## src/sv/wps_fifo.sv

```systemverilog
module wps_fifo #(
	parameter int WIDTH = 8,
	parameter int DEPTH = 2
) (
	input  logic             clk,
	input  logic             arst_n,
	input  logic             push,
	input  logic [WIDTH-1:0] din,
	output logic             full,
	input  logic             pop,
	output logic [WIDTH-1:0] dout,
	output logic             empty
);

	localparam int PTRW = (DEPTH > 1) ? $clog2(DEPTH) : 1;
	localparam int CNTW = $clog2(DEPTH + 1);

	logic [WIDTH-1:0] mem_q [DEPTH];
	logic [PTRW-1:0]  wr_q;
	logic [PTRW-1:0]  rd_q;
	logic [CNTW-1:0]  cnt_q;

	assign full  = (cnt_q == CNTW'(DEPTH));
	assign empty = (cnt_q == '0);
	assign dout  = mem_q[rd_q];

	always_ff @(posedge clk) begin
		if (push) begin
			mem_q[wr_q] <= din;
		end
	end

	always_ff @(posedge clk or negedge arst_n) begin
		if (!arst_n) begin
			wr_q  <= '0;
			rd_q  <= '0;
			cnt_q <= '0;
		end else begin
			if (push) begin
				wr_q <= (wr_q == PTRW'(DEPTH - 1)) ? '0 : wr_q + 1'b1;
			end
			if (pop) begin
				rd_q <= (rd_q == PTRW'(DEPTH - 1)) ? '0 : rd_q + 1'b1;
			end
			if (push && !pop) begin
				cnt_q <= cnt_q + 1'b1;
			end else if (pop && !push) begin
				cnt_q <= cnt_q - 1'b1;
			end
		end
	end

endmodule

```

## config.mk

```make
export PLATFORM = sky130hd
export DESIGN_NAME = wps_fifo
export DESIGN_NICKNAME = d
export VERILOG_FILES = /design/src/sv/wps_fifo.sv
export SDC_FILE = /design/constraint.sdc
export NUM_CORES = 1
export LEC_CHECK = 0
export BUFFER_PORTS_ARGS = -buffer_cell sky130_fd_sc_hd__buf_2
export CAP_MARGIN = 5
export CORE_AREA = 2 2 57 59
export DETAILED_ROUTE_END_ITERATION = 8
export DIE_AREA = 0 0 59 61
export HOLD_SLACK_MARGIN = 0.08
export MAX_ROUTING_LAYER = met4
export PLACE_DENSITY_LB_ADDON = 0.25
export RECOVER_POWER = 25
export REMOVE_ABC_BUFFERS = 1
export SLEW_MARGIN = 20
export SYNTH_ARGS = -nofsm -noshare
export SYNTH_HDL_FRONTEND = slang
export SYNTH_SLANG_ARGS = --single-unit
```

## constraint.sdc

```tcl
create_clock -name clk -period 1.67 [get_ports clk]
set_input_delay 0.2505 -clock clk [delete_from_list [all_inputs] [get_ports clk]]
set_output_delay 0.2505 -clock clk [all_outputs]
set_load 0.1 [all_outputs]
```

* Word-level counts from Yosys, hierarchy flattened
Memory sizes are Yosys's and may differ from the RTL's.
Index checks and enable logic that the tools add are counted.
** Word-level totals
- Flip-flop bits (word level) :: 4
- Bits in latches :: 0
- RAM bits :: 16
- ROM bits :: 0
- Bits of input ports :: 12
- Output and inout port bits :: 10
- Memories kept :: 1
** Memory list
- mem_q :: depth 2, width 8, rd ports 1, clocked after memory_dff 0, wr ports 1, line 18 : logic [WIDTH-1:0] mem_q [DEPTH];
** Operators by class
- $add $sub $neg :: 4
- $mul :: 0
- Div/mod/pow operators :: 0
- Order comparisons :: 0
- Equality and inequality tests :: 1
- Shifts and indexed selects :: 0
- Mux-type cells :: 6
- Bitwise gates (word level) :: 0
- Reduce and logical (&&, ||, !) cells :: 6
** Operator list (count)
- 2-to-1 mux 1 bit :: 4
- 2-to-1 mux 2 bit :: 2
- adder 1 bit (second input constant) :: 2
- adder 2 x 1 -> 2 bit (second input constant) :: 1
- == test 2 bit (second input constant) :: 1
- logical AND 1 bit :: 2
- zero test 1 bit :: 2
- zero test 2 bit :: 1
- nonzero test 2 bit :: 1
- subtractor 2 x 1 -> 2 bit (second input constant) :: 1

* Longest topological paths before layout
Gate-level depths: netlist of the first run.
- Depth after elaboration :: 4
- Mapped depth :: 5
- Gate-level depth less buffers :: 5

* Worst setup path before layout of the first run
Ideal clock, no wire load.
- Kind :: register to output
- Start :: register cnt_q[0]
- End :: output empty
- Arrival time :: 1.661 ns
- Slack :: -0.241 ns
- Stages on the path, launching flop included :: 2
- Path through :: dfrtp_1 nor2_1
** Between the ends
- Cells in the longest elaborated chain, start to end :: 1
** Ends and longest elaborated chain
- from (decl) :: line 21 : logic [CNTW-1:0] cnt_q;
- from (signal assigned) :: line 46 : cnt_q <= cnt_q + 1'b1;
- from (signal assigned) :: line 48 : cnt_q <= cnt_q - 1'b1;
- zero test 2 bit :: line 24 : assign empty = (cnt_q == '0);
- to (decl) :: line 12 : output logic empty
No other way between the ends.

* Worst setup path after layout of the first run
- Start :: register cnt_q[0]
- End :: output full
** Between the ends
- Cells in the longest elaborated chain, start to end :: 1
** Ends and longest elaborated chain
- == test 2 bit :: line 23 : assign full = (cnt_q == CNTW'(DEPTH));
- to (decl) :: line 9 : output logic full,
No other way between the ends.

==> results of run 1 <==
-- cell type report --
class / instances / area share (%)
Sequential cell: 20 / 55.0
Timing Repair Buffer: 27 / 19.3
Multi-Input combinational cell: 19 / 16.5
Tap cell: 33 / 3.90
Clock inverter: 1 / 2.84
Clock buffer: 3 / 2.13
Inverter: 1 / 0.355
-- state kept, by name, indices dropped and copies added, names as in the netlist --
register  flops
mem_q        16
cnt_q         2
rd_q          1
wr_q          1
-- Yosys cell counts --
master	instances	area share, %
buf_6	1	1.5
inv_1	1	0.49
and2_1	1	0.81
and2b_2	1	1.1
xnor2_1	1	1.1
edfxtp_1	16	62
nor2_1	2	0.97
nor2b_1	1	0.81
mux2_2	8	12
ha_1	1	1.6
dfrtp_1	4	13
xor2_1	4	4.5
-- timing repair --
| action | in CTS | in global routing |
|---|---|---|
| hold endpoints to repair | 4 | 0 |
| pin swaps | 0 | 0 |
| gates resized for setup | 12 | 8 |
| setup buffers | 3 | 0 |
| endpoints found under the setup margin | 8 | 8 |
| hold buffers | 1 | 0 |
-- worst max-delay path by stage --
stage,slack (ns),end,start,cells past startpoint
detailed placement,0.16,dout[7],rd_q,2
global route,0.005,full,cnt_q[0],2
global placement,0.16,dout[7],rd_q,2
floorplan,-0.24,empty,cnt_q[0],1
CTS,0.007,dout[5],rd_q,3
finish,0.05,full,cnt_q[0],2
-- layer usage --
metal	track usage, %	vias to the layer above
met4	2.92	0
li1	-	209
met5	-	-
met3	4.48	2
met1	8.16	215
met2	12.9	17
-- worst max-delay path: cells and delay by family, from the launching register on --
kind                   cells  cell delay, ns
buffers and inverters      1            0.41
AND/OR/NAND/NOR            1            0.22
flip-flops                 1            0.44
-- cell families after synthesis --
| kind of cell | share of synthesized area, % |
|---|---|
| multiplexers | 11.7 |
| adder cells (fa/ha/maj) | 1.62 |
| AND/OR/NAND/NOR | 3.74 |
| buffers and inverters | 1.95 |
| flip-flops | 75.3 |
| XOR/XNOR | 5.68 |
-- through the flow --
step | hold slack [ns] | std cells | TNS, ns | area (sq um) | util, %
2_1_floorplan | -0.0451 | 40 | -0.241 | 759 | -
3_3_place_gp | 0.0645 | 96 | 0 | 921 | 31.2
3_5_place_dp | 0.0655 | 96 | 0 | 921 | 31.2
4_1_cts | 0.124 | 104 | 0 | 1030 | 35.0
5_1_grt | 0.109 | 104 | 0 | 1060 | 35.8
6_report | 0.132 | 104 | 0 | 1060 | 35.8
==> impl_metrics.ini, run 1 <==
[critical_path]
worstPathArrival_ns = 1.37
path_class = register to primary output
reg2regPathDepth = 2
slowest_delay_ns = 0.44
end_kind = primary output
startpoint_type = register
critPathSlowestCell = dfrtp_1
r2r-end = mem_q[0][4]
crit-reg2reg-launch = wr_q
worstPathCellList = and2b_2 -> buf_2
required_ns = 1.42
crit_fanout = 4
r2r_setup_slack_ns = 0.47

[clock_tree]
worstSkewPairLatency_ns = 0.30
numClockSinks = 20
numCtsBuffers = 3
cts_max_path_buffers = 2
htreeDepth = 1
clk_pin_slew_ns = 0.11
cts_tree = built
root_buffer = clkbuf_4

[global_routing]
grt_usage_pct = 7.98
grt_overflow = 0
grt_pass1_vias = 446
grt_pass1_wl_mm = 1.93
antenna_found_initial = 0
grt_max_degree = 13

[layout]
syn_to_final_growth_pct = 37.3
layout_commonest_cell = edfxtp_1
multiInputGateArea_sq_um = 175
seq_area_sq_um = 582
layout.nets = 85
n_antenna_cell = 0
drive_gt1_share_pct = 53.5
final_cell_mix = 16 x edfxtp_1, 11 x buf_2, 8 x mux2_2
final.fill_count = 296

[floorplanning]
start_util_pct = 26.1
core_sq_um = 2950
dieArea_sq_um = 3600
num_io_pins = 22
die_height_um = 61
rows = 20
die_w_um = 59

[route]
drt_iter0_markers = 9
dr_wl_met2_um = 648
top_layer_used = met4
routed_wl_mm = 1.27
ant_nets = 0
route.detailed.wl_per_inst_um = 12.2
via_per_inst = 4.26
drc = 0
dr.pass1.iters = 2
m1WireLength_um = 515
wl_met3_um = 85
vias = 443

[timing]
hold_viol = 0
min_period_ns = 1.62
post-route-period-util_pct = 97.0
worst_pin_slew_ns = 0.485
max_freq_mhz = 617
slew_violations = 0
setup_slack_ns = 0.0501
setup_violations = 0
max_slew_margin_pct = 67.9
rsz0062_at_grt = false
final.setup_skew_ns = 0.00304

[yosys]
synthCells = 41
syn_area_per_cell_sq_um = 18.8
ys_ff_latch = 20
yosys_warnings = 0
ys_seq_area_share_pct = 75.3
synthDistinctLibCells = 12
synthesis.area_sq_um = 771

[placement]
dp_slack_ns = 0.161
routabilityCongestion = 0.594
portBuffers = 21
dp_hpwl_um = 886

[flow_run]
drv_cap = 0

[outcome]
status = complete, no violations

[hold_path]
holdPathStages = 1
min_path_type = input port to register
whs_endpoint = mem_q[1][7]
min_from = din[7]
Power of run 1 is not shown: default switching activity piles up to over one toggle a cycle in this logic, so the estimate is an artifact.
==> run 2: changes to the inputs <==
ABC_AREA = 1   (was not set)
CORE_AREA = 2 2 59 61   (was 2 2 57 59)
CTS_CLUSTER_DIAMETER = 100   (was not set)
DIE_AREA = 0 0 61 63   (was 0 0 59 61)
==> run 2 against run 1 <==
Utilization is 0.19 points lower; die area rose by 6.8%; fmax rose by 0.68%; register-to-register slack improved by 0.16 ns; via count grew 3.2%; routed wire length shrank 3.6%; critical path depth unchanged; final cell count increased by 18%; global-route usage is 0.69 points lower; clock-buffer cell count increased by 1.
==> impl_metrics.ini, run 2 <==
[outcome]
status = complete, no violations

[route]
dr.pass1.iters = 3
via_per_inst = 3.72
vias = 457
route.detailed.wl_per_inst_um = 9.91
ant_nets = 0
drt_iter0_markers = 8
drc = 0
routed_wl_mm = 1.22

[clock_tree]
cts_max_path_buffers = 2
numCtsBuffers = 3
root_buffer = clkbuf_4
cts_tree = built
htreeDepth = 1
worstSkewPairLatency_ns = 0.29
numClockSinks = 20
clk_pin_slew_ns = 0.11

[critical_path]
r2r_setup_slack_ns = 0.63
reg2regPathDepth = 2
path_class = register to primary output
worstPathArrival_ns = 1.36
startpoint_type = register
r2r-end = mem_q[1][4]
end_kind = primary output
crit_fanout = 9
required_ns = 1.42
crit-reg2reg-launch = wr_q

[global_routing]
grt_max_degree = 12
grt_pass1_wl_mm = 1.97
antenna_found_initial = 0
grt_overflow = 0
grt_pass1_vias = 415
grt_usage_pct = 7.29

[layout]
layout_commonest_cell = edfxtp_1
regMostFlops = mem_q
utilization_pct = 35.7
syn_to_final_growth_pct = 40.8
layout.nets = 91
largest_reg_flops = 16
final_cell_mix = 16 x edfxtp_1, 13 x buf_2, 8 x mux2_4, 8 x buf_12, 7 x inv_1
top_regs = mem_q (16), cnt_q (2)
n_antenna_cell = 0
fin_area_sq_um = 1150
drive_gt1_share_pct = 46.8

[yosys]
yosys_warnings = 0
synth-edff-count = 16
ys.flop_type = edfxtp_1
synth.area.top_cells = edfxtp_1 59%, mux2_4 15%, dfrtp_1 12%, inv_1 3.2%, nand2_1 2.3%
syn_area_per_cell_sq_um = 16.4
synthDistinctLibCells = 12
synthesis.area_sq_um = 818
yosysTopAreaCell = edfxtp_1
yosysTopAreaCellShare_pct = 58.7
ys_seq_area_share_pct = 70.9
yosysMostFrequentCell = edfxtp_1
synth_common_cells = 16 x edfxtp_1, 8 x mux2_4, 7 x inv_1
synthCells = 50
ys_ff_latch = 20
synth-async-reset-ratio_pct = 20.0

[timing]
max_slew_margin_pct = 68.0
post-route-period-util_pct = 96.3
setup_slack_ns = 0.0611
min_period_ns = 1.61
slew_violations = 0
max_freq_mhz = 622
worst_pin_slew_ns = 0.484
setup_violations = 0
final.setup_skew_ns = 0.00518
whs_ns = 0.141
rsz0062_at_grt = true
hold_viol = 0

[floorplanning]
die_w_um = 61
core_sq_um = 3230
rows = 21
start_util_pct = 25.3
die_height_um = 63
dieArea_sq_um = 3840
num_io_pins = 22

[hold_path]
holdPathStages = 1
whs_endpoint = mem_q[0][0]
min_path_type = input port to register
min_from = din[0]

[placement]
routabilityCongestion = 0.572
dp_slack_ns = 0.207
portBuffers = 21
dpl_cell_area_sq_um = 1100
dp_hpwl_um = 918

[flow_run]
drv_cap = 0
==> run 2: cell count changes after synthesis, moves of 2 or more <==
| cell | delta |
|---|---|
| nand2_1 | +5 |
| inv_1 | +6 |
| xor2_1 | -2 |
| mux2_4 | +8 |
| mux2_2 | -8 |
==> run 2: worst max path at each step <==
stage / from / to / slack [ns] / depth (start not counted)
6_report: rd_q / dout[0] / 0.06 / 2
2_1_floorplan: cnt_q[0] / full / -0.26 / 1
4_1_cts: rd_q / dout[5] / 0.02 / 2
5_1_grt: rd_q / dout[5] / -0.004 / 2
3_3_place_gp: rd_q / dout[5] / 0.22 / 2
3_5_place_dp: rd_q / dout[0] / 0.21 / 2
==> run 2: through the flow <==
stage,cells,TNS (ns)
4_1_cts,122,0
3_5_place_dp,117,0
5_1_grt,123,-0.00862
3_3_place_gp,117,0
6_report,123,0
2_1_floorplan,49,-0.509
==> run 2: worst max-delay path: stages, from the launching register on <==
cell and delay (ns):
dfrtp_2 0.55, mux2_4 0.35, buf_12 0.17
==> run 2: layer usage <==
metal / vias up / wire length (um) / global-route usage (%)
met5: - / 0 / -
li1: 225 / - / -
met4: 0 / 0 / 2.45
met2: 18 / 550 / 10.5
met3: 0 / 112 / 3.52
met1: 214 / 557 / 8.89
==> run 2: what timing repair did <==
item / in CTS / in global routing
gates resized for setup: 1 / 0
setup endpoints to repair: 8 / 8
buffers inserted: 0 / 1
hold buffers: 1 / 0
hold endpoints to repair: 4 / 0
==> run 2: final cells by class <==
type | count | area, sq um
fillers | 319 | 2080
flip-flops and latches | 20 | 582
repair buffers | 24 | 250
multi-input cells | 22 | 200
well taps | 46 | 57.6
clock buffers | 4 | 36.3
inverters | 7 | 26.3
==> run 2: cells by family after synthesis <==
group,count (synthesis),synth area share (%)
flip-flops,20,70.9
AND/OR/NAND/NOR,10,5.05
buffers and inverters,8,4.59
multiplexers,8,14.7
XOR/XNOR,3,3.21
adder cells (fa/ha/maj),1,1.53
Power of run 2 is left out for the same reason.
==> run 3: changes to the inputs <==
CELL_PAD_IN_SITES_DETAIL_PLACEMENT = 0   (was not set)
CELL_PAD_IN_SITES_GLOBAL_PLACEMENT = 1   (was not set)
==> run 3 against run 2 <==
Sequential share of layout area down 0.97 points; critical path depth up 1; die area unchanged; highest routed layer is now met4.
==> impl_metrics.ini, run 3 (synthesized netlist as in run 2, its figures left out) <==
[outcome]
status = complete, no violations

[floorplanning]
rows = 21
start_util_pct = 25.3
dieArea_sq_um = 3840
die_w_um = 61
core_sq_um = 3230
num_io_pins = 22
die_height_um = 63

[layout]
layout_commonest_cell = edfxtp_1
syn_to_final_growth_pct = 43.6
n_antenna_cell = 0
fin_area_sq_um = 1170
utilization_pct = 36.4
final.fill_count = 313
seq_area_sq_um = 582
regMostFlops = mem_q
final_cell_mix = 16 x edfxtp_1, 12 x buf_2, 8 x mux2_4, 8 x buf_12, 7 x inv_1
largest_reg_flops = 16
drive_gt1_share_pct = 46.2
top_regs = mem_q (16), cnt_q (2)
multiInputGateArea_sq_um = 200
layout.nets = 92

[clock_tree]
htreeDepth = 1
root_buffer = clkbuf_4
clk_pin_slew_ns = 0.11
cts_max_path_buffers = 2
numClockSinks = 20
numCtsBuffers = 3
cts_tree = built
worstSkewPairLatency_ns = 0.30

[critical_path]
end_kind = primary output
path_class = register to primary output
worstPathArrival_ns = 1.36
required_ns = 1.42
crit-reg2reg-launch = wr_q
r2r-end = mem_q[1][2]
startpoint_type = register
crit_fanout = 4
reg2regPathDepth = 2
r2r_setup_slack_ns = 0.63

[timing]
max_slew_margin_pct = 68.0
slew_violations = 0
setup_slack_ns = 0.0575
setup_violations = 0
whs_ns = 0.134
final.setup_skew_ns = 0.00632
max_freq_mhz = 620
min_period_ns = 1.61
rsz0062_at_grt = true
worst_pin_slew_ns = 0.484
hold_viol = 0
post-route-period-util_pct = 96.6

[hold_path]
holdPathStages = 1
whs_endpoint = mem_q[1][4]
min_path_type = input port to register
min_from = din[4]

[global_routing]
grt_overflow = 0
antenna_found_initial = 0
grt_max_degree = 13
grt_pass1_wl_mm = 1.94
grt_usage_pct = 7.43
grt_pass1_vias = 435

[placement]
dp_slack_ns = 0.214
portBuffers = 21
dp_hpwl_um = 907
dpl_cell_area_sq_um = 1100
routabilityCongestion = 0.632

[route]
ant_nets = 0
dr.pass1.iters = 3
vias = 469
drc = 0
routed_wl_mm = 1.28
via_per_inst = 3.78
route.detailed.wl_per_inst_um = 10.3
drt_iter0_markers = 11

[flow_run]
drv_cap = 0
run 3: cell count changes in the layout (fill, tap and decap cells not counted), sizes merged:
cell / before / now
buf: 23 / 22
bufinv: 0 / 1
clkbuf: 4 / 5
run 3: final cells by class:
type / instances / area share [%]
flip-flops and latches: 20 / 49.5
repair buffers: 25 / 21.8
multi-input cells: 22 / 17.0
well taps: 46 / 4.90
clock inverters: 1 / 2.56
inverters: 7 / 2.24
clock buffers: 3 / 1.92
run 3: per-layer routing:
metal / routed length [um] / global-route usage (%) / up-vias
met5: 0 / - / -
met3: 104 / 4.55 / 2
met1: 513 / 7.37 / 224
met2: 648 / 11.8 / 16
li1: - / - / 227
met4: 10 / 2.45 / 0
run 3: worst max-delay path, cell delays in order (launching register included):
cell and delay [ns]:
dfrtp_2 0.41, clkbuf_4 0.17, mux2_4 0.32, buf_12 0.17
run 3: metrics by stage:
step	cells	TNS, ns
2_1_floorplan	49	-0.509
3_3_place_gp	117	0
3_5_place_dp	117	0
4_1_cts	122	0
5_1_grt	124	-0.00169
6_report	124	0
run 3: worst max-delay path by stage:
stage	startpoint	end	slack [ns]
after floorplan	cnt_q[0]	full	-0.26
after global placement	rd_q	dout[2]	0.22
after detailed placement	rd_q	dout[5]	0.21
after CTS	rd_q	dout[5]	0.01
after global routing	rd_q	dout[4]	-0.001
final	rd_q	dout[3]	0.06
run 3: repair_timing:
item / 4_1_cts / 5_1_grt
hold buffers: 1 / 0
setup buffers: 0 / 2
endpoints found under the hold margin: 4 / 0
endpoints found under the setup margin: 8 / 8
resized for setup: 1 / 0
Power of run 3 is left out for the same reason.
