--- src/sv/wps_pkg.sv ---
package wps_pkg;

	localparam int WINDOW_DEF   = 256;
	localparam int CHANNELS_DEF = 8;
	localparam int CH_W         = 3;
	localparam int PRICE_W      = 24;
	localparam int VAR_W        = 48;
	localparam int QUEUE_DEPTH  = 2;
	localparam int OUT_W        = 176;

	typedef enum logic [1:0] {
		F_IDLE,
		F_RD,
		F_UPD
	} front_state_t;

	typedef enum logic [2:0] {
		B_IDLE,
		B_START,
		B_MDIV,
		B_MUL,
		B_VDIV,
		B_SQRT,
		B_OUT
	} back_state_t;

	// bits of the nonzero entry count for a given window
	function automatic int cnt_w(input int window);
		return $clog2(window + 1);
	endfunction

	// packed request: ok, price, sum, square sum, count, min, max
	function automatic int job_w(input int window);
		return 1 + PRICE_W + (PRICE_W + cnt_w(window)) + (2 * PRICE_W + cnt_w(window))
			+ cnt_w(window) + 2 * PRICE_W;
	endfunction

endpackage

--- src/sv/wps_back.sv ---
module wps_back #(
	parameter int WINDOW = wps_pkg::WINDOW_DEF
) (
	input  logic                              clk,
	input  logic                              arst_n,
	input  logic                              job_valid,
	input  logic [wps_pkg::job_w(WINDOW)-1:0] job_data,
	output logic                              job_pop,
	output logic                              m_axis_tvalid,
	input  logic                              m_axis_tready,
	output logic [wps_pkg::OUT_W-1:0]         m_axis_tdata
);

	import wps_pkg::*;

	localparam int CW   = cnt_w(WINDOW);
	localparam int SUMW = PRICE_W + CW;
	localparam int SQW  = 2 * PRICE_W + CW;
	localparam int NUMW = SQW + CW;
	localparam int SQL  = (SQW + 1) / 2;
	localparam int SL   = (SUMW + 1) / 2;
	localparam int DIVW = 2 * CW;
	localparam int KW   = $clog2(NUMW + 1);
	localparam int SHW  = $clog2(NUMW);
	localparam int PAD  = OUT_W - (5 * PRICE_W + VAR_W + 1);

	back_state_t state_q, state_d;

	logic                 j_ok;
	logic [PRICE_W-1:0]   j_ask, j_min, j_max;
	logic [SUMW-1:0]      j_sum;
	logic [SQW-1:0]       j_sq;
	logic [CW-1:0]        j_n;

	logic                 ok_q;
	logic [PRICE_W-1:0]   ask_q, min_q, max_q;
	logic [SUMW-1:0]      sum_q;
	logic [SQW-1:0]       sq_q;
	logic [CW-1:0]        n_q;

	logic [PRICE_W-1:0]   mean_q, sd_q;
	logic [VAR_W-1:0]     var_q;

	logic [NUMW-1:0]      dvd_q;
	logic [DIVW-1:0]      dsr_q;
	logic [DIVW-1:0]      rem_q;
	logic [VAR_W-1:0]     quo_q;
	logic [KW-1:0]        cnt_q;
	logic [DIVW:0]        r2;
	logic                 ge;

	logic [2:0]           mstep_q;
	logic [NUMW-1:0]      acc_q, prod_q;
	logic                 sub_q;
	logic [SQL-1:0]       ma, mb;
	logic [2*SQL-1:0]     pm;
	logic [SHW-1:0]       sh;
	logic                 msub;

	logic [VAR_W-1:0]     v_q, res_q, bit_q, sqt;

	logic [PRICE_W-1:0]   gap;
	logic                 spread;
	logic                 out_load;

	assign {j_ok, j_ask, j_sum, j_sq, j_n, j_min, j_max} = job_data;

	// restoring divider, one quotient bit a cycle
	assign r2 = {rem_q, dvd_q[NUMW-1]};
	assign ge = (r2 >= {1'b0, dsr_q});

	// shared multiplier for the variance numerator and n*(n-1)
	always_comb begin
		ma   = SQL'(n_q);
		mb   = '0;
		sh   = '0;
		msub = 1'b0;
		case (mstep_q)
			3'd0: mb = sq_q[SQL-1:0];
			3'd1: begin
				mb = SQL'(sq_q[SQW-1:SQL]);
				sh = SHW'(SQL);
			end
			3'd2: begin
				ma   = SQL'(sum_q[SL-1:0]);
				mb   = SQL'(sum_q[SL-1:0]);
				msub = 1'b1;
			end
			3'd3: begin
				ma   = SQL'(sum_q[SL-1:0]);
				mb   = SQL'(sum_q[SUMW-1:SL]);
				sh   = SHW'(SL + 1);
				msub = 1'b1;
			end
			3'd4: begin
				ma   = SQL'(sum_q[SUMW-1:SL]);
				mb   = SQL'(sum_q[SUMW-1:SL]);
				sh   = SHW'(2 * SL);
				msub = 1'b1;
			end
			3'd5: mb = SQL'(n_q - 1'b1);
			default: ma = '0;
		endcase
	end

	assign pm  = ma * mb;
	assign sqt = res_q + bit_q;

	assign gap    = (ask_q >= mean_q) ? ask_q - mean_q : mean_q - ask_q;
	assign spread = (n_q > CW'(1));

	always_ff @(posedge clk or negedge arst_n) begin
		if (!arst_n) begin
			state_q <= B_IDLE;
		end else begin
			state_q <= state_d;
		end
	end

	always_comb begin
		state_d  = state_q;
		job_pop  = 1'b0;
		out_load = 1'b0;
		unique case (state_q)
			B_IDLE: begin
				if (job_valid) begin
					job_pop = 1'b1;
					state_d = B_START;
				end
			end
			B_START: begin
				state_d = (!ok_q || n_q == '0) ? B_OUT : B_MDIV;
			end
			B_MDIV: begin
				if (cnt_q == '0) begin
					state_d = spread ? B_MUL : B_OUT;
				end
			end
			B_MUL: begin
				if (mstep_q == 3'd6) begin
					state_d = B_VDIV;
				end
			end
			B_VDIV: begin
				if (cnt_q == '0) begin
					state_d = B_SQRT;
				end
			end
			B_SQRT: begin
				if (bit_q == '0) begin
					state_d = B_OUT;
				end
			end
			B_OUT: begin
				if (!m_axis_tvalid || m_axis_tready) begin
					out_load = 1'b1;
					state_d  = B_IDLE;
				end
			end
			default: state_d = B_IDLE;
		endcase
	end

	always_ff @(posedge clk) begin
		if (job_pop) begin
			ok_q  <= j_ok;
			ask_q <= j_ask;
			sum_q <= j_sum;
			sq_q  <= j_sq;
			n_q   <= j_n;
			min_q <= j_min;
			max_q <= j_max;
		end
		case (state_q) inside
			B_START: begin
				mean_q <= '0;
				var_q  <= '0;
				sd_q   <= '0;
				dvd_q  <= NUMW'(sum_q) << (NUMW - SUMW);
				dsr_q  <= DIVW'(n_q);
				rem_q  <= '0;
				quo_q  <= '0;
				cnt_q  <= KW'(SUMW);
			end
			B_MDIV, B_VDIV: begin
				if (cnt_q != '0) begin
					rem_q <= ge ? DIVW'(r2 - {1'b0, dsr_q}) : r2[DIVW-1:0];
					quo_q <= {quo_q[VAR_W-2:0], ge};
					dvd_q <= dvd_q << 1;
					cnt_q <= cnt_q - 1'b1;
				end else if (state_q == B_MDIV) begin
					mean_q  <= quo_q[PRICE_W-1:0];
					mstep_q <= '0;
					acc_q   <= '0;
				end else begin
					var_q <= quo_q;
					v_q   <= quo_q;
					res_q <= '0;
					bit_q <= VAR_W'(1) << (VAR_W - 2);
				end
			end
			B_MUL: begin
				mstep_q <= mstep_q + 1'b1;
				prod_q  <= NUMW'(pm) << sh;
				sub_q   <= msub;
				if (mstep_q >= 3'd1 && mstep_q <= 3'd5) begin
					acc_q <= sub_q ? acc_q - prod_q : acc_q + prod_q;
				end
				if (mstep_q == 3'd6) begin
					dsr_q <= prod_q[DIVW-1:0];
					dvd_q <= acc_q;
					rem_q <= '0;
					quo_q <= '0;
					cnt_q <= KW'(NUMW);
				end
			end
			B_SQRT: begin
				if (bit_q != '0) begin
					if (v_q >= sqt) begin
						v_q   <= v_q - sqt;
						res_q <= (res_q >> 1) + bit_q;
					end else begin
						res_q <= res_q >> 1;
					end
					bit_q <= bit_q >> 2;
				end else begin
					sd_q <= res_q[PRICE_W-1:0];
				end
			end
			default: ;
		endcase
		if (out_load) begin
			if (ok_q) begin
				m_axis_tdata <= {PAD'(0), spread && n_q != '0, gap, max_q, min_q, sd_q, var_q,
					mean_q};
			end else begin
				m_axis_tdata <= '0;
			end
		end
	end

	always_ff @(posedge clk or negedge arst_n) begin
		if (!arst_n) begin
			m_axis_tvalid <= 1'b0;
		end else if (out_load) begin
			m_axis_tvalid <= 1'b1;
		end else if (m_axis_tready) begin
			m_axis_tvalid <= 1'b0;
		end
	end

endmodule
--- config.mk ---
export PLATFORM = sky130hd
export DESIGN_NAME = wps_back
export DESIGN_NICKNAME = d
export VERILOG_FILES = /design/src/sv/wps_pkg.sv /design/src/sv/wps_back.sv
export SDC_FILE = /design/constraint.sdc
export NUM_CORES = 2
export LEC_CHECK = 0
export BUFFER_PORTS_ARGS = -buffer_cell sky130_fd_sc_hd__clkbuf_2
export CAP_MARGIN = 40
export CORE_UTILIZATION = 64
export CTS_BUF_LIST = sky130_fd_sc_hd__clkbuf_2 sky130_fd_sc_hd__clkbuf_4 sky130_fd_sc_hd__clkbuf_8
export CTS_CLUSTER_SIZE = 28
export DETAILED_ROUTE_END_ITERATION = 16
export PLACE_DENSITY = 0.83
export SETUP_SLACK_MARGIN = 0.4
export SYNTH_ARGS = -nofsm -noshare
export SYNTH_HDL_FRONTEND = slang
export SYNTH_SLANG_ARGS = --single-unit
--- constraint.sdc ---
create_clock -name clk -period 15.5 [get_ports clk]
set_clock_uncertainty 0.15 [all_clocks]
set_input_delay 1.55 -clock clk [delete_from_list [all_inputs] [get_ports clk]]
set_output_delay 1.55 -clock clk [all_outputs]
set_load 0.05 [all_outputs]
## Word level (Yosys, flattened, before mapping)

Cells that the tools add are included.

| operators by class | value |
|---|---|
| add/sub/neg operators | 11 |
| multipliers | 1 |
| $lt $le $gt $ge | 6 |
| equality and inequality tests | 25 |
| shift-type cells | 1 |
| multiplexer cells | 72 |
| bitwise logic cells | 6 |
| reductions and logical operators | 43 |

Operators with widths:

| cell | number |
|---|---|
| 48-bit two-way mux | 24 |
| 66-bit two-way mux | 11 |
| 29-bit one-hot mux with 5 select lines | 1 |
| 18-bit two-way mux | 5 |
| 66-bit adder | 1 |
| 58-bit by 7-bit left shift with 66-bit output | 1 |
| 66-bit subtractor | 1 |
| 29-bit by 29-bit multiplier with 58-bit output | 1 |
| 17-bit one-hot mux with 3 select lines | 1 |
| 47-bit by 48-bit adder with 48-bit output | 1 |
| 48-bit adder | 1 |
| 48-bit >= comparator | 1 |
| 48-bit zero test | 1 |
| 48-bit nonzero test | 1 |
| 24-bit subtractor | 2 |
| 48-bit subtractor | 1 |
| 3-bit two-way mux | 12 |
| 9-bit two-way mux | 4 |
| 7-bit two-way mux | 4 |
| 24-bit >= comparator | 1 |
| 24-bit two-way mux | 1 |
| 2-bit != test, second input constant | 11 |
| 3-bit one-hot mux with 7 select lines | 1 |
| 3-bit AND reduction | 7 |
| 32 further kinds | 70 |

| word-level totals | value |
|---|---|
| register bits | 885 |
| bits of input ports | 176 |
| output and inout bits | 178 |
| logic and storage cells | 193 |

## Longest topological paths before layout

| depth | value |
|---|---|
| depth after elaboration | 7 |
| mapped depth | 36 |
| depth with buffers taken out | 32 |

## Least setup slack after synthesis

OpenSTA, ideal clock, no wires.

| timing | value |
|---|---|
| kind | reg2reg |
| start | register cnt_q[2] |
| end | register v_q[0] (enable) |
| setup time | 527 ps |
| arrival | 10730 ps |
| data required time | 14823 ps |
| path slack | 4093 ps |
| cell stages (with the launch flop) | 6 |
| buffers on the path | 0 |
| clock period less this slack | 11407 ps |
| cell sequence | dfxtp_1 -> or3_1 -> nor4b_1 -> nor2_1 -> a211oi_1 -> a21boi_0 |

| on the way | value |
|---|---|
| cells in the longest elaborated chain, start to end | 3 |

Ends and longest elaborated chain:

| what | RTL line | source |
|---|---|---|
| start, declared | wps_back.sv:48 | `logic [KW-1:0] cnt_q;` |
| start signal, assigned | wps_back.sv:183 | `cnt_q <= KW'(SUMW);` |
| start signal, assigned | wps_back.sv:190 | `cnt_q <= cnt_q - 1'b1;` |
| start signal, assigned | wps_back.sv:214 | `cnt_q <= KW'(NUMW);` |
| 7-bit nonzero test | wps_back.sv:186 | `if (cnt_q != '0) begin` |
| 2-bit != test (no source line) | - |  |
| 7-bit AND reduction (no source line) | - |  |
| end signal, assigned | wps_back.sv:197 | `v_q <= quo_q;` |
| end signal, assigned | wps_back.sv:220 | `v_q <= v_q - sqt;` |
| end, declared | wps_back.sv:60 | `logic [VAR_W-1:0] v_q, res_q, bit_q, sqt;` |

No other way between the ends.
A chain may end at the register's enable or synchronous reset.

## Worst setup path in the final report

| timing | value |
|---|---|
| start | register mstep_q[0] |
| end | register prod_q[44], data pin |

| on the way | value |
|---|---|
| cells in the longest elaborated chain, start to end | 5 |
| elaborated cells on any way between the ends | 14 |
| those cells by class | mul (1); eq/ne (5); shift (1); mux (3); reduce/logical (4) |

Ends and longest elaborated chain:

| what | RTL line | source |
|---|---|---|
| start, declared | wps_back.sv:52 | `logic [2:0] mstep_q;` |
| start signal, assigned | wps_back.sv:203 | `mstep_q <= mstep_q + 1'b1;` |
| 3-bit by 1-bit == test with 1-bit output (tied with other cells) | wps_back.sv:78 | `case (mstep_q)` |
| 3-bit OR reduction (no source line) / 2-bit OR reduction (equally long branches) | - |  |
| 17-bit one-hot mux with 3 select lines / 29-bit one-hot mux with 5 select lines (equally long branches) | wps_back.sv:78 |  |
| 29-bit by 29-bit multiplier with 58-bit output | wps_back.sv:106 | `assign pm = ma * mb;` |
| 58-bit by 7-bit left shift with 66-bit output * | wps_back.sv:204 | `prod_q <= NUMW'(pm) << sh;` |
| end signal, assigned | wps_back.sv:204 |  |
| end, declared | wps_back.sv:53 | `logic [NUMW-1:0] acc_q, prod_q;` |

Mark *: on every way between the ends. The rest lies on a longest branch, timed or not.

==> reports/metrics.cfg <==
[global_routing]
grt_util_met3 = 0.0652
grt.busiest_layer = met2
track_usage = 0.367
gr-total-overflow = 0
grt_pass1_wl_um = 289000
grt_max_degree = 110
gr-usage-met1 = 0.474
grt_pass1_vias = 51723
gr-usage-met2 = 0.583
antenna_found_initial = 6

[critical_path]
worstSetupEndpoint = prod_q[44]$_DFFE_PP_
reg2regPathDepth = 29
r2r_end = prod_q[44]$_DFFE_PP_
path_class = flip-flop to flip-flop
startpoint_type = flip-flop
rrSetupSlack_ns = 4.61
worst-endpoint-required_ns = 16.00
slowest_stage = a222oi_1
worst_setup_path_end_kind = flip-flop
crit_path_frequent_cell = fa_1
startpoint = mstep_q[0]$_SDFFCE_PN0P_
worst_path_largest_cell_delay_ns = 1.03
arrival_ns = 11.38
rr_startpoint = mstep_q[0]$_SDFFCE_PN0P_
path_max_fanout = 40

[yosys]
avgSynthCellArea_um2 = 9.29
yosys.area.top_type_share = 0.301
synth_seq_cells = 854
synthArstFlopShare = 0.00468
synth_area_leaders = edfxtp_1 (30%), fa_1 (13%), ha_1 (7.2%)
synth_cells = 6854
synth_area_um2 = 63700
synth_edf_count = 639
yosysSeqAreaShare = 0.369
netlist-cell-type-count = 96
yosys_warnings = 0
yosys.area.top_type = edfxtp_1
ys.flop_type = edfxtp_1

[clock_network]
cts_hold_buf = 0
numCtsBuffers = 142
post_cts_buffers = 0
root_buffer = clkbuf_8
clk_pin_slew_ns = 0.06
cts_tree = done
clkLatencyLatePin_ns = 0.86
cts.path.max_buffers = 3
htreeDepth = 4
cts.sinks = 854
cts_resized = 0

[timing]
slew_headroom = 0.208
setup_viol = 0
clock.fmax_mhz = 91.9
finalHoldViolations = 0
post-route-min-period_ns = 10.89
rsz0062_at_grt = no
final-max-slew-violation-count = 0
final.setup.tns_ns = 0
period_share = 0.702
worst_slew_pin_slew_ns = 1.19

[cells_and_area]
area_delta_synth_final_pct = 9.34
layout_commonest_cell = nand2_1
layout-drive-gt1-share = 0.106
post-route-util = 0.707
final_cell_mix = nand2_1 (1,031), inv_1 (645), edfxtp_1 (639)
finalNetCount = 8039

[route]
drc_errors = 0
detail_route.vias_per_cell = 6.23
routedWlPerCell_um = 22.0
via_count = 52913
routed_wl_um = 187000
drt-pass1-iter-count = 10
detailedRoute.firstIterationViolations = 5343
antenna_left = 0

[die]
io_pins = 354
die_h_um = 317
core_area_um2 = 98600
die_x_um = 317
start_util = 0.646
row_count = 115
die_area_um2 = 101000

[flow_run]
cap_violations = 0

[min_path]
hp-class = flip-flop to flip-flop

[placement]
place_hpwl_um = 140000
portBuffers = 346
gp_congestion = 1.00

[outcome]
status = finished, final reports clean

==> stage by stage <==
| step | instance area [µm²] | instances | worst slack, ns | hold slack (ns) |
|---|---|---|---|---|
| floorplan | 63700 | 6860 | 4.09 | 0.275 |
| global placement | 66300 | 8209 | 4.87 | 0.283 |
| detailed placement | 66600 | 8228 | 5.00 | 0.292 |
| CTS | 69600 | 8486 | 4.96 | 0.300 |
| global route | 69600 | 8490 | 4.50 | 0.312 |
| finish | 69700 | 8491 | 4.61 | 0.300 |
==> layout make-up <==
type                            count  area [µm²]
Sequential cell                   854       23500
Clock buffer                      209        2540
Timing Repair Buffer              429        2530
Fill cell                        7443       28900
Tap cell                         1287        1610
Multi-Input combinational cell   5009       36500
Clock inverter                     49         449
Inverter                          650        2450
Antenna cell                        4        10.0
==> worst min-delay path by stage <==
stage	startpoint	to	slack, ns	cells after the start
after floorplan	dvd_q[9]$_SDFFE_PP0P_	dvd_q[10]$_SDFFE_PP0P_	0.27	2
after global placement	dvd_q[9]$_SDFFE_PP0P_	dvd_q[10]$_SDFFE_PP0P_	0.28	2
after detailed placement	var_q[7]$_SDFFE_PP0P_	var_q[7]$_SDFFE_PP0P_	0.29	2
after CTS	var_q[7]$_SDFFE_PP0P_	var_q[7]$_SDFFE_PP0P_	0.30	2
after global routing	var_q[14]$_SDFFE_PP0P_	var_q[14]$_SDFFE_PP0P_	0.31	2
final	var_q[17]$_SDFFE_PP0P_	var_q[17]$_SDFFE_PP0P_	0.30	2
==> flip-flops by register name (all words and copies together) (netlist names), 3 cells and up <==
name and cells:
min_q 24, quo_q 48, acc_q 66, sum_q 33, dvd_q 66, mstep_q 3, mean_q 24, rem_q 18
v_q 48, n_q 9, sd_q 24, dsr_q 18, max_q 24, state_q 3, sq_q 57, m_axis_tdata 169
cnt_q 7, res_q 48, bit_q 24, var_q 48, prod_q 66, ask_q 24
==> metal layers <==
| layer | wire length [µm] | share of wire | vias up |
|---|---|---|---|
| met3 | 16800 | 0.090 | 654 |
| met2 | 85800 | 0.46 | 2784 |
| met1 | 72200 | 0.39 | 25521 |
| met5 | 46 | 0.00025 | - |
| met4 | 11800 | 0.063 | 4 |
| li1 | - | - | 23950 |
==> logic make-up (layout without fill, tap and decap cells) <==
kind of cell,Yosys count,in the layout,synth area share
buffers and inverters,997,1337,0.0597
adders and majority gates,777,777,0.201
DFF,854,854,0.369
AOI/OAI and AO/OA,1458,1458,0.146
xor gates and xnor gates,311,311,0.0431
muxes,91,91,0.0147
other,1,11,0.0000589
and+or+nand+nor,2365,2365,0.167
==> Yosys cell counts, types with 28 or more instances <==
library cell,instances
nand4_1,50
nor2b_1,41
edfxtp_1,639
nor4_1,28
ha_1,367
a21boi_0,28
fa_1,410
a21o_1,131
a22oi_1,97
nor3_1,66
xor2_1,122
and2_1,211
a21oi_1,475
o21bai_1,50
o31ai_1,31
clkbuf_1,307
nor2_1,595
xnor2_1,188
a211oi_1,41
nand2b_1,49
or3_1,34
o21ai_0,279
inv_1,646
nand2_1,1032
nand3_1,139
mux2i_1,81
dfxtp_1,211
a31oi_1,77
and3_1,50
==> critical path: cells and delay by family (launching register included) <==
family	cells	cell delay (ns)
simple gates	6	1.90
fa+ha+maj	8	3.81
flops	1	0.49
buf+inv	6	1.01
xor+xnor	1	0.33
compound gates	7	2.67
mux	1	0.28
Power is left out: the tool's default activity adds up to more than one toggle a clock period on the data nets, which glitch-free logic cannot reach.
